$ cat src/frequency_table_header_parser_assert.svh
// Assertion macros used by the parser block.
`ifndef FREQUENCY_TABLE_HEADER_PARSER_ASSERT_SVH
`define FREQUENCY_TABLE_HEADER_PARSER_ASSERT_SVH

// Same-cycle implication, sampled on clock, off during reset.
`define FTHP_ASSERT_NOW(label, pre, post) \
   label: assert property (@(posedge clock) disable iff (reset) (pre) |-> (post)) \
      else $error("fthp assertion failed");

// Next-cycle implication, sampled on clock, off during reset.
`define FTHP_ASSERT_NEXT(label, pre, post) \
   label: assert property (@(posedge clock) disable iff (reset) (pre) |=> (post)) \
      else $error("fthp assertion failed");

`endif

$ cat src/fthp_pkg.sv
package fthp_pkg;

   localparam int NUM_SYMBOLS_DEF = 256;
   localparam int BYTE_W          = 8;
   localparam int FREQ_W          = 32;
   localparam int ENTRY_W         = 16;
   localparam int IDX_W           = 8;
   localparam int SYM_W           = 9;
   localparam int FMT_W           = 2;
   localparam int COUNT_BYTES     = 4;

   localparam logic [FMT_W-1:0] FMT_NAIVE   = 2'd0;
   localparam logic [FMT_W-1:0] FMT_SPARSE  = 2'd1;
   localparam logic [FMT_W-1:0] FMT_BITMASK = 2'd2;

   typedef enum logic [2:0] {
      PH_IDLE,
      PH_NAIVE,
      PH_SP_HEAD,
      PH_SP_SYM,
      PH_SP_LEN,
      PH_SP_DATA,
      PH_BM_MASK,
      PH_BM_COUNT
   } phase_type;

   typedef struct packed {
      logic [BYTE_W-1:0] meta_byte;
      logic              table_start;
   } item_type;

   typedef struct packed {
      logic [BYTE_W-1:0] symbol;
      logic [FREQ_W-1:0] frequency;
      logic              entry_present;
      logic              last_entry;
   } result_type;

endpackage

$ cat src/fthp_next_present.sv
module fthp_next_present #(
   parameter int NumSymbols = fthp_pkg::NUM_SYMBOLS_DEF
) (
   input  logic [NumSymbols-1:0]        present,
   input  logic [fthp_pkg::SYM_W-1:0]   from_sym,
   output logic                         found,
   output logic [fthp_pkg::SYM_W-1:0]   found_sym
);

   always_comb begin
      found     = 1'b0;
      found_sym = '0;
      for (int s = NumSymbols - 1; s >= 0; s--) begin
         if (present[s] && (fthp_pkg::SYM_W'(s) >= from_sym)) begin
            found     = 1'b1;
            found_sym = fthp_pkg::SYM_W'(s);
         end
      end
   end

endmodule

$ cat src/fthp_parser.sv
`include "frequency_table_header_parser_assert.svh"

module fthp_parser #(
   parameter int NumSymbols = fthp_pkg::NUM_SYMBOLS_DEF
) (
   input  logic                           clock,
   input  logic                           reset,
   input  logic                           in_valid,
   input  fthp_pkg::item_type             in_item,
   input  logic [fthp_pkg::FMT_W-1:0]     table_format,
   output logic                           consume,
   output logic                           rsp_valid,
   input  logic                           rsp_stall,
   output fthp_pkg::result_type           rsp
);

   localparam int MaskBytes = (NumSymbols + 7) / 8;

   fthp_pkg::phase_type                   phase_ff, phase_in, phase_cur;
   logic [fthp_pkg::ENTRY_W-1:0]          left_ff, left_in, left_cur;
   logic [fthp_pkg::IDX_W-1:0]            idx_ff, idx_in, idx_cur;
   logic [fthp_pkg::IDX_W-1:0]            total_ff, total_in, total_cur;
   logic [fthp_pkg::FREQ_W-1:0]           acc_ff, acc_in, acc_cur;
   logic [fthp_pkg::SYM_W-1:0]            sym_ff, sym_in, sym_cur;
   logic [fthp_pkg::BYTE_W-1:0]           mask_ff [MaskBytes];
   logic [fthp_pkg::BYTE_W-1:0]           mask_in [MaskBytes];
   logic                                  rsp_valid_ff;
   fthp_pkg::result_type                  rsp_ff, rsp_in;

   logic                                  advance;
   logic                                  emit;
   logic [fthp_pkg::BYTE_W-1:0]           b;
   logic [fthp_pkg::FREQ_W-1:0]           acc_shift;
   logic [fthp_pkg::IDX_W-1:0]            idx_inc;
   logic [fthp_pkg::SYM_W-1:0]            sym_inc;
   logic [fthp_pkg::ENTRY_W-1:0]          left_dec;
   logic [fthp_pkg::ENTRY_W-1:0]          head_left;
   logic                                  naive_last;
   logic                                  count_done;
   logic [NumSymbols-1:0]                 present;
   logic [fthp_pkg::SYM_W-1:0]            from_sym;
   logic                                  found;
   logic [fthp_pkg::SYM_W-1:0]            found_sym;

   assign advance   = in_valid && (!rsp_valid_ff || !rsp_stall);
   assign consume   = advance;
   assign rsp_valid = rsp_valid_ff;
   assign rsp       = rsp_ff;
   assign b         = in_item.meta_byte;

   // restart applies before the byte is parsed
   always_comb begin
      phase_cur = phase_ff;
      left_cur  = left_ff;
      idx_cur   = idx_ff;
      total_cur = total_ff;
      acc_cur   = acc_ff;
      sym_cur   = sym_ff;
      if (in_item.table_start) begin
         left_cur  = '0;
         idx_cur   = '0;
         total_cur = '0;
         acc_cur   = '0;
         sym_cur   = '0;
         case (table_format)
            fthp_pkg::FMT_NAIVE:   phase_cur = fthp_pkg::PH_NAIVE;
            fthp_pkg::FMT_SPARSE:  phase_cur = fthp_pkg::PH_SP_HEAD;
            fthp_pkg::FMT_BITMASK: phase_cur = fthp_pkg::PH_BM_MASK;
            default:               phase_cur = fthp_pkg::PH_IDLE;
         endcase
      end
   end

   assign acc_shift  = {acc_cur[fthp_pkg::FREQ_W-fthp_pkg::BYTE_W-1:0], b};
   assign idx_inc    = idx_cur + fthp_pkg::IDX_W'(1);
   assign sym_inc    = sym_cur + fthp_pkg::SYM_W'(1);
   assign left_dec   = left_cur - fthp_pkg::ENTRY_W'(1);
   assign head_left  = {left_cur[fthp_pkg::BYTE_W-1:0], b};
   assign naive_last = sym_inc >= fthp_pkg::SYM_W'(NumSymbols);
   assign count_done = idx_inc >= fthp_pkg::IDX_W'(fthp_pkg::COUNT_BYTES);

   always_comb begin
      for (int i = 0; i < MaskBytes; i++) begin
         if (phase_cur == fthp_pkg::PH_BM_MASK && idx_cur == fthp_pkg::IDX_W'(i)) begin
            mask_in[i] = b;
         end else begin
            mask_in[i] = mask_ff[i];
         end
      end
      for (int s = 0; s < NumSymbols; s++) begin
         present[s] = mask_in[s >> 3][3'(7 - (s & 7))];
      end
   end

   assign from_sym = (phase_cur == fthp_pkg::PH_BM_COUNT) ? sym_inc : '0;

   fthp_next_present #(
      .NumSymbols (NumSymbols)
   ) u_next_present (
      .present   (present),
      .from_sym  (from_sym),
      .found     (found),
      .found_sym (found_sym)
   );

   always_comb begin
      phase_in = phase_cur;
      left_in  = left_cur;
      idx_in   = idx_cur;
      total_in = total_cur;
      acc_in   = acc_cur;
      sym_in   = sym_cur;
      case (phase_cur)
         fthp_pkg::PH_NAIVE: begin
            acc_in = acc_shift;
            idx_in = idx_inc;
            if (count_done) begin
               idx_in = '0;
               acc_in = '0;
               sym_in = sym_inc;
               if (naive_last) begin
                  phase_in = fthp_pkg::PH_IDLE;
               end
            end
         end
         fthp_pkg::PH_SP_HEAD: begin
            if (idx_cur == '0) begin
               left_in = fthp_pkg::ENTRY_W'(b);
               idx_in  = fthp_pkg::IDX_W'(1);
            end else begin
               left_in  = head_left;
               idx_in   = '0;
               phase_in = (head_left == '0) ? fthp_pkg::PH_IDLE : fthp_pkg::PH_SP_SYM;
            end
         end
         fthp_pkg::PH_SP_SYM: begin
            sym_in   = fthp_pkg::SYM_W'(b);
            phase_in = fthp_pkg::PH_SP_LEN;
         end
         fthp_pkg::PH_SP_LEN: begin
            total_in = b;
            idx_in   = '0;
            acc_in   = '0;
            if (b == '0) begin
               left_in  = left_dec;
               phase_in = (left_dec == '0) ? fthp_pkg::PH_IDLE : fthp_pkg::PH_SP_SYM;
            end else begin
               phase_in = fthp_pkg::PH_SP_DATA;
            end
         end
         fthp_pkg::PH_SP_DATA: begin
            acc_in = acc_shift;
            idx_in = idx_inc;
            if (idx_inc >= total_cur) begin
               left_in  = left_dec;
               phase_in = (left_dec == '0) ? fthp_pkg::PH_IDLE : fthp_pkg::PH_SP_SYM;
            end
         end
         fthp_pkg::PH_BM_MASK: begin
            idx_in = idx_inc;
            if (idx_inc >= fthp_pkg::IDX_W'(MaskBytes)) begin
               idx_in = '0;
               acc_in = '0;
               if (found) begin
                  sym_in   = found_sym;
                  phase_in = fthp_pkg::PH_BM_COUNT;
               end else begin
                  phase_in = fthp_pkg::PH_IDLE;
               end
            end
         end
         fthp_pkg::PH_BM_COUNT: begin
            acc_in = acc_shift;
            idx_in = idx_inc;
            if (count_done) begin
               idx_in = '0;
               acc_in = '0;
               if (found) begin
                  sym_in = found_sym;
               end else begin
                  phase_in = fthp_pkg::PH_IDLE;
               end
            end
         end
         default: begin
            phase_in = fthp_pkg::PH_IDLE;
         end
      endcase
   end

   always_comb begin
      emit   = 1'b0;
      rsp_in = '0;
      case (phase_cur)
         fthp_pkg::PH_NAIVE: begin
            emit   = count_done;
            rsp_in = '{sym_cur[fthp_pkg::BYTE_W-1:0], acc_shift, 1'b1, naive_last};
         end
         fthp_pkg::PH_SP_HEAD: begin
            emit   = (idx_cur != '0) && (head_left == '0);
            rsp_in = '{'0, '0, 1'b0, 1'b1};
         end
         fthp_pkg::PH_SP_LEN: begin
            emit   = (b == '0);
            rsp_in = '{sym_cur[fthp_pkg::BYTE_W-1:0], '0, 1'b1, left_dec == '0};
         end
         fthp_pkg::PH_SP_DATA: begin
            emit   = idx_inc >= total_cur;
            rsp_in = '{sym_cur[fthp_pkg::BYTE_W-1:0], acc_shift, 1'b1, left_dec == '0};
         end
         fthp_pkg::PH_BM_MASK: begin
            emit   = (idx_inc >= fthp_pkg::IDX_W'(MaskBytes)) && !found;
            rsp_in = '{'0, '0, 1'b0, 1'b1};
         end
         fthp_pkg::PH_BM_COUNT: begin
            emit   = count_done;
            rsp_in = '{sym_cur[fthp_pkg::BYTE_W-1:0], acc_shift, 1'b1, !found};
         end
         default: begin
            emit   = 1'b0;
            rsp_in = '0;
         end
      endcase
   end

   always_ff @(posedge clock) begin
      if (reset) begin
         phase_ff <= fthp_pkg::PH_IDLE;
         left_ff  <= '0;
         idx_ff   <= '0;
         total_ff <= '0;
         acc_ff   <= '0;
         sym_ff   <= '0;
      end else if (advance) begin
         phase_ff <= phase_in;
         left_ff  <= left_in;
         idx_ff   <= idx_in;
         total_ff <= total_in;
         acc_ff   <= acc_in;
         sym_ff   <= sym_in;
      end
   end

   always_ff @(posedge clock) begin
      if (advance) begin
         mask_ff <= mask_in;
      end
   end

   always_ff @(posedge clock) begin
      if (reset) begin
         rsp_valid_ff <= 1'b0;
      end else if (advance) begin
         rsp_valid_ff <= emit;
      end else if (!rsp_stall) begin
         rsp_valid_ff <= 1'b0;
      end
   end

   always_ff @(posedge clock) begin
      if (advance && emit) begin
         rsp_ff <= rsp_in;
      end
   end

   `FTHP_ASSERT_NOW(a_terminator_form, rsp_valid_ff && !rsp_ff.entry_present,
      rsp_ff.last_entry && rsp_ff.frequency == '0 && rsp_ff.symbol == '0)
   `FTHP_ASSERT_NEXT(a_last_goes_idle, advance && emit && rsp_in.last_entry,
      phase_ff == fthp_pkg::PH_IDLE)
   `FTHP_ASSERT_NOW(a_count_index_range, phase_ff == fthp_pkg::PH_BM_COUNT,
      idx_ff < fthp_pkg::IDX_W'(fthp_pkg::COUNT_BYTES))
   `FTHP_ASSERT_NOW(a_data_has_length, phase_ff == fthp_pkg::PH_SP_DATA,
      total_ff != '0 && idx_ff < total_ff)

endmodule

$ cat src/frequency_table_header_parser.sv
// A header byte accepted into the input register is parsed from there, and any result beat
// that it completes is registered in the result register that drives the rsp ports.
// Throughput: one header byte per cycle; the input register advances whenever the
// result register is empty or being drained.
// Reset (synchronous, active high): parser goes to waiting for table start, counters
// clear, both beat registers empty, table_format returns to sparse.
module frequency_table_header_parser #(
   parameter int NumSymbols = fthp_pkg::NUM_SYMBOLS_DEF
) (
   input  logic                           clock,
   input  logic                           reset,
   input  logic                           csr_wr_en,
   input  logic [fthp_pkg::FMT_W-1:0]     csr_wr_data,
   input  logic                           req_valid,
   output logic                           req_stall,
   input  logic [fthp_pkg::BYTE_W-1:0]    req_meta_byte,
   input  logic                           req_table_start,
   output logic                           rsp_valid,
   input  logic                           rsp_stall,
   output logic [fthp_pkg::BYTE_W-1:0]    rsp_symbol,
   output logic [fthp_pkg::FREQ_W-1:0]    rsp_frequency,
   output logic                           rsp_entry_present,
   output logic                           rsp_last_entry
);

   logic [fthp_pkg::FMT_W-1:0] format_ff;
   logic                       in_valid_ff;
   fthp_pkg::item_type         in_item_ff;
   logic                       consume;
   fthp_pkg::result_type       rsp;

   assign req_stall = in_valid_ff && !consume;

   always_ff @(posedge clock) begin
      if (reset) begin
         format_ff <= fthp_pkg::FMT_SPARSE;
      end else if (csr_wr_en) begin
         format_ff <= csr_wr_data;
      end
   end

   always_ff @(posedge clock) begin
      if (reset) begin
         in_valid_ff <= 1'b0;
      end else if (!req_stall) begin
         in_valid_ff <= req_valid;
      end
   end

   always_ff @(posedge clock) begin
      if (req_valid && !req_stall) begin
         in_item_ff <= '{req_meta_byte, req_table_start};
      end
   end

   fthp_parser #(
      .NumSymbols (NumSymbols)
   ) u_parser (
      .clock        (clock),
      .reset        (reset),
      .in_valid     (in_valid_ff),
      .in_item      (in_item_ff),
      .table_format (format_ff),
      .consume      (consume),
      .rsp_valid    (rsp_valid),
      .rsp_stall    (rsp_stall),
      .rsp          (rsp)
   );

   assign rsp_symbol        = rsp.symbol;
   assign rsp_frequency     = rsp.frequency;
   assign rsp_entry_present = rsp.entry_present;
   assign rsp_last_entry    = rsp.last_entry;

endmodule
$ cat config.mk
export PLATFORM = sky130hd
export DESIGN_NAME = frequency_table_header_parser
export DESIGN_NICKNAME = d
export VERILOG_FILES = /design/src/fthp_pkg.sv /design/src/fthp_next_present.sv /design/src/fthp_parser.sv /design/src/frequency_table_header_parser.sv
export VERILOG_INCLUDE_DIRS = /design/src /design/src/src
export SDC_FILE = /design/constraint.sdc
export NUM_CORES = 1
export LEC_CHECK = 0
export BUFFER_PORTS_ARGS = -buffer_cell sky130_fd_sc_hd__buf_2
export CORE_AREA = 2 2 143 249
export DETAILED_ROUTE_END_ITERATION = 6
export DIE_AREA = 0 0 145 251
export GPL_ROUTABILITY_DRIVEN = 1
export HOLD_SLACK_MARGIN = 0.1
export PLACE_DENSITY = 0.7
export SYNTH_ARGS = -nofsm -noshare
export SYNTH_HDL_FRONTEND = slang
export SYNTH_SLANG_ARGS = --single-unit
$ cat constraint.sdc
create_clock -name clock -period 22 [get_ports clock]
set_clock_uncertainty 0.1 [all_clocks]
set_input_delay 3.3 -clock clock [delete_from_list [all_inputs] [get_ports clock]]
set_output_delay 3.3 -clock clock [all_outputs]
set_load 0.02 [all_outputs]
Word-level counts from Yosys, hierarchy flattened
Index checks and enable logic that the tools add are counted.
Storage, ports and cells
  register bits: 259
  output and inout bits: 44
Operators by class
  add/sub/neg operators: 3
  magnitude comparators: 132
  equal/unequal tests: 41
  mux-type cells: 329
  reductions and logical operators: 180
Operator list (number)
  $mux 9: 133
  $ge 8x9->1 const A: 64
  $ge 7x9->1 const A: 32
  $pmux 42 s5: 1
  $logic_and 1x1->1: 166
  $ge 6x9->1 const A: 16
  $mux 1: 131
  $eq 8x5->1 const B: 16
  $mux 4: 32
  $pmux 32 s4: 1
  $mux 32: 3
  $ge 5x9->1 const A: 8
  $eq 8x4->1 const B: 8
  $mux 16: 4
  $mux 8: 6
  $pmux 16 s3: 1
  $pmux 8 s5: 1
  $ge 3x9->1 const A: 4
  $ge 4x9->1 const A: 4
  $pmux 9 s4: 1
  $eq 8x3->1 const B: 4
  $logic_not 16->1: 2
  $mux 3: 10
  $pmux 3 s7: 1
  other kinds (24): 36

Longest topological paths before layout
  depth in word-level cells: 139
  depth in mapped cells: 24
  depth with buffers taken out: 16

Cells and area by module
A second synthesis with hierarchy kept.
Second synthesis, totals
  cells, all modules: 2529
  area total of the unflattened synthesis: 21521.9 µm²
Modules (own cells, without submodules)
  fthp_parser: times used 1, cells each 1059, area an instance 12084.1 µm², sequential area each 6486.2 µm²
  fthp_next_present: times used 1, cells each 1451, area an instance 9048.7 µm², sequential area each 0.0 µm²
  frequency_table_header_parser: times used 1, cells each 19, area an instance 389.1 µm², sequential area each 330.3 µm²

Least setup slack after synthesis
No wires, ideal clock.
  path kind: input to register
  start: input rsp_stall
  end: register u_parser.idx_ff[1] (netlist name)
  library setup time: 0.083 ns
  data arrival time: 8.089 ns
  data required time: 21.817 ns
  path slack: 13.728 ns
  cell stages on the path: 7
  path buffers: 2
  path through: nand2_1 > nand2_1 > inv_1 > clkbuf_1 > clkbuf_1 > o211ai_1 > a21oi_1
Between the ends
  longest elaborated chain between the ends: 3
RTL lines
  start: declaration: line frequency_table_header_parser.sv:19  | input logic rsp_stall,
  $logic_not 1->1
  $logic_or 1x1->1: line fthp_parser.sv:45  | assign advance = in_valid && (!rsp_valid_ff || !rsp_stall);
  $logic_and 1x1->1: line fthp_parser.sv:45
  via consume: line frequency_table_header_parser.sv:29  | logic consume;
  end signal: assignment: line fthp_parser.sv:237  | idx_ff <= idx_in;
  end: declaration: line fthp_parser.sv:21  | logic [fthp_pkg::IDX_W-1:0] idx_ff, idx_in, idx_cur;
The timed path passes the listed nets, and every way through them passes these cells.
A chain may end at the register's enable or synchronous reset.

Final worst setup path
  start: register in_item_ff[0] (netlist name)
  end: register u_parser.rsp_ff, in the netlist u_parser.rsp[9], enable pin
Between the ends
  longest elaborated chain between the ends: 137
RTL lines
  start: declaration: line frequency_table_header_parser.sv:28  | fthp_pkg::item_type in_item_ff;
  start signal: assignment: line frequency_table_header_parser.sv:52  | in_item_ff <= '{req_meta_byte, req_table_start};
  $mux 9, or another cell as far along: line fthp_parser.sv:59  | if (in_item.table_start) begin
  $add 9x1->9, or another cell as far along: line fthp_parser.sv:76  | assign sym_inc = sym_cur + fthp_pkg::SYM_W'(1);
  $mux 9 / $logic_and 1x1->1 (equally long branches): line fthp_parser.sv:95, fthp_parser.sv:84
  $ge 8x9->1 / $mux 4 (equally long branches): line fthp_next_present.sv:14, fthp_parser.sv:84
  $logic_and 1x1->1: line fthp_next_present.sv:14  | if (present[s] && (fthp_pkg::SYM_W'(s) >= from_sym)) begin
  $mux 1 (128 in series): line fthp_next_present.sv:14
  $logic_not 1->1: line fthp_parser.sv:212  | emit = (idx_inc >= fthp_pkg::IDX_W'(MaskBytes)) && !found;
  $logic_and 1x1->1: line fthp_parser.sv:212
  $pmux 1 s5 (*): line fthp_parser.sv:194  | case (phase_cur)
  $logic_and 1x1->1 (*): line fthp_parser.sv:261  | if (advance && emit) begin
  end signal: assignment: line fthp_parser.sv:262  | rsp_ff <= rsp_in;
  end: declaration: line fthp_parser.sv:28  | fthp_pkg::result_type rsp_ff, rsp_in;
Every way passes the cells marked *; elsewhere a longest branch is shown, timed or not.

==> results.py <==
metrics = {
    "sta": {
        "fin_setup_tns_ns": 0,
        "setup_viol": 0,
        "tightest_slew_ns": 1.30,
        "relSlewSlack_pct": 12.5,
        "setup_slack_ns": 14.65,
        "drv_slew": 0,
        "rsz0062_at_grt": "false",
        "finalHoldViolations": 0,
        "holdWs_ns": 0.387,
        "timing.final.crit_share_pct": 33.4,
        "layout_min_cycle_time_ns": 7.35,
        "clock.fmax_ghz": 0.136,
    },
    "placement": {
        "place_congestion": 1.10,
        "detailed_place_hpwl_mm": 57.5,
        "io_buffers": 59,
        "pre_cts_slack_ns": 14.84,
        "dpl.cell_count": 2503,
        "dpl_cell_area_um2": 19000,
    },
    "global_route": {
        "use_met2_pct": 73.0,
        "grt_use_met1_pct": 42.3,
        "grt_usage_pct": 42.0,
        "grt_max_degree": 84,
        "use_met3_pct": 7.50,
        "grt_busiest_layer": "met2",
        "grt_pass1_wl_mm": 114,
        "antenna_found_initial": 2,
        "grt_overflow": 0,
        "grt_pass1_vias": 17400,
    },
    "setup_path": {
        "cp_slowest_stage_delay_ns": 0.90,
        "cp_slowest_cell": "nor2_1",
        "crit_chain": "buf_4, buf_4, and4b_1, o211ai_2, nor2_1, a21oi_1, a22oi_1, nand4_1, nor3_1, nand2b_4, nor4_4, a21oi_1, nor2_4, buf_4",
        "worst-path-max-fanout": 65,
        "start_kind": "register",
        "critical_path_arrival_ns": 7.50,
        "critical_path_class": "reg2reg",
        "worst_path_most_repeated_cell": "buf_4",
        "required_ns": 22.14,
        "worst_setup_path_end_kind": "register",
    },
    "floorplanning": {
        "core_area_um2": 34300,
        "rows": 90,
        "io_pins": 60,
        "design.die.area_um2": 36400,
        "die_y_um": 251,
        "die_w_um": 145,
        "initial_core_util_pct": 53.4,
    },
    "cells_and_area": {
        "multi_input_area_um2": 10500,
        "syn_to_final_growth_pct": 8.23,
        "final_util_pct": 57.8,
        "finish.instance_area_um2": 19900,
        "drive_above_1_share_pct": 13.8,
        "n_fill_cell": 3151,
        "layout.cells.non_filler": 2553,
        "register_area_um2": 6820,
        "final_common_cell": "nor2_1",
        "mostFrequentLayoutCells": "185 x nor2_1, 179 x edfxtp_1, 155 x nand2_1",
        "final_nets": 2105,
    },
    "logic_synthesis": {
        "synth_top_area_share_pct": 29.3,
        "ys.flop_type": "edfxtp_1",
        "synthArstFlopShare_pct": 0,
        "syn-instance-count": 2072,
        "synth_warnings": 0,
        "synth-edff-count": 179,
        "synth_top_cells_by_area": "edfxtp_1 29%, dfxtp_1 7.9%, mux2i_1 4.1%, nor2_1 3.8%, a21oi_1 3.7%",
        "yosysSeqAreaShare_pct": 37.1,
        "synth_fp_nets": 2105,
        "ys_ff_latch": 251,
        "synth_area_leader_cell": "edfxtp_1",
        "avgSynthCellArea_um2": 8.86,
        "synth_area_um2": 18400,
        "ys_types": 114,
    },
    "power": {
        "power.leakage_nw": 6.79,
        "power_mw": 1.07,
        "p_per_area_nw_per_um2": 53.9,
        "ir_drop_uv": 63.0,
    },
    "routing": {
        "ant_nets": 0,
        "wirelength_mm": 78.5,
        "drt-initial-drc-count": 1964,
        "remaining_drc_errors": 0,
        "vias_per_cell": 7.11,
        "drtPass1Iterations": 6,
        "routedWlPerCell_um": 30.7,
        "vias": 18161,
    },
    "clocking": {
        "cts_buffers": 25,
        "postCtsHoldBufs": 0,
        "cts_root_buffer": "clkbuf_16",
        "clk_pin_slew_ns": 0.07,
        "cts_tree": "done",
        "max-clock-path-buffers": 3,
        "cts.sink_count": 251,
        "cts_setup_buffers": 0,
        "post_cts_resized": 0,
        "clk_latency_ns": 0.59,
        "h-tree-depth": 1,
    },
    "min_path": {
        "hp-class": "reg2reg",
    },
    "status": {
        "run_status": "finished, final reports clean",
    },
    "flow_run": {
        "maxCapViolations": 0,
    },
}
==> power breakdown <==
group          internal [mW]  switching, mW  total (mW)
combinational         0.0246         0.0699      0.0946
sequential             0.509        0.00683       0.516
clock                  0.255          0.205       0.460
total                  0.789          0.282        1.07
==> flip-flops by register name, summed over array words and instances (netlist names), 2 cells and up <==
signal             count
u_parser.acc_ff       24
in_item_ff             9
u_parser.phase_ff      3
u_parser.mask_ff     128
u_parser.left_ff      16
u_parser.idx_ff        8
u_parser.total_ff      8
format_ff              2
u_parser.rsp          42
u_parser.sym_ff        9
==> logic make-up after synthesis <==
family | synth area share, %
and+or+nand+nor | 22.1
DFF | 37.1
xor gates and xnor gates | 1.09
buffers and inverters | 5.69
muxes | 7.59
adders and majority gates | 1.16
AOI/OAI and AO/OA | 25.2
==> final timing paths <==
path | start | endpoint | slack [ns] | depth (start not counted)
setup / recovery | in_item_ff[0] | u_parser.rsp[9] | 14.65 | 14
setup reg to reg | in_item_ff[0] | u_parser.rsp[9] | 14.65 | 14
hold reg to reg | u_parser.idx_ff[1] | u_parser.idx_ff[1] | 0.39 | 2
hold / removal | u_parser.idx_ff[1] | u_parser.idx_ff[1] | 0.39 | 2
==> synth_stat cells, drive strengths merged (61+ instances only) <==
master / instances
a21oi: 136
nor2: 186
o21ai: 123
nand2: 155
a22oi: 64
mux2i: 78
inv: 103
nand3: 61
clkbuf: 85
edfxtp: 179
dfxtp: 72
nor3: 63
==> critical path: cells and delay by family (launching register included) <==
family                 cells  cell delay [ns]
flip-flops                 1             0.36
AND/OR/NAND/NOR            7             3.98
AO/OA/AOI/OAI              4             1.43
buffers and inverters      3             1.07
==> area by class of cell <==
type	instances	share of cell area, %
clock buffers	34	3.79
inverters	104	1.99
clock inverters	12	0.605
repair buffers	108	3.34
flip-flops and latches	251	34.3
diodes	2	0.0252
multi-input cells	1582	53.0
well taps	460	2.90
==> routing by layer <==
layer  share of wire, %  up-vias
met5              0.022        -
met4                 12        2
met3                7.8      434
met2                 48     1152
met1                 32     8597
li1                   -     7976
(Power assumes the default switching activity.)
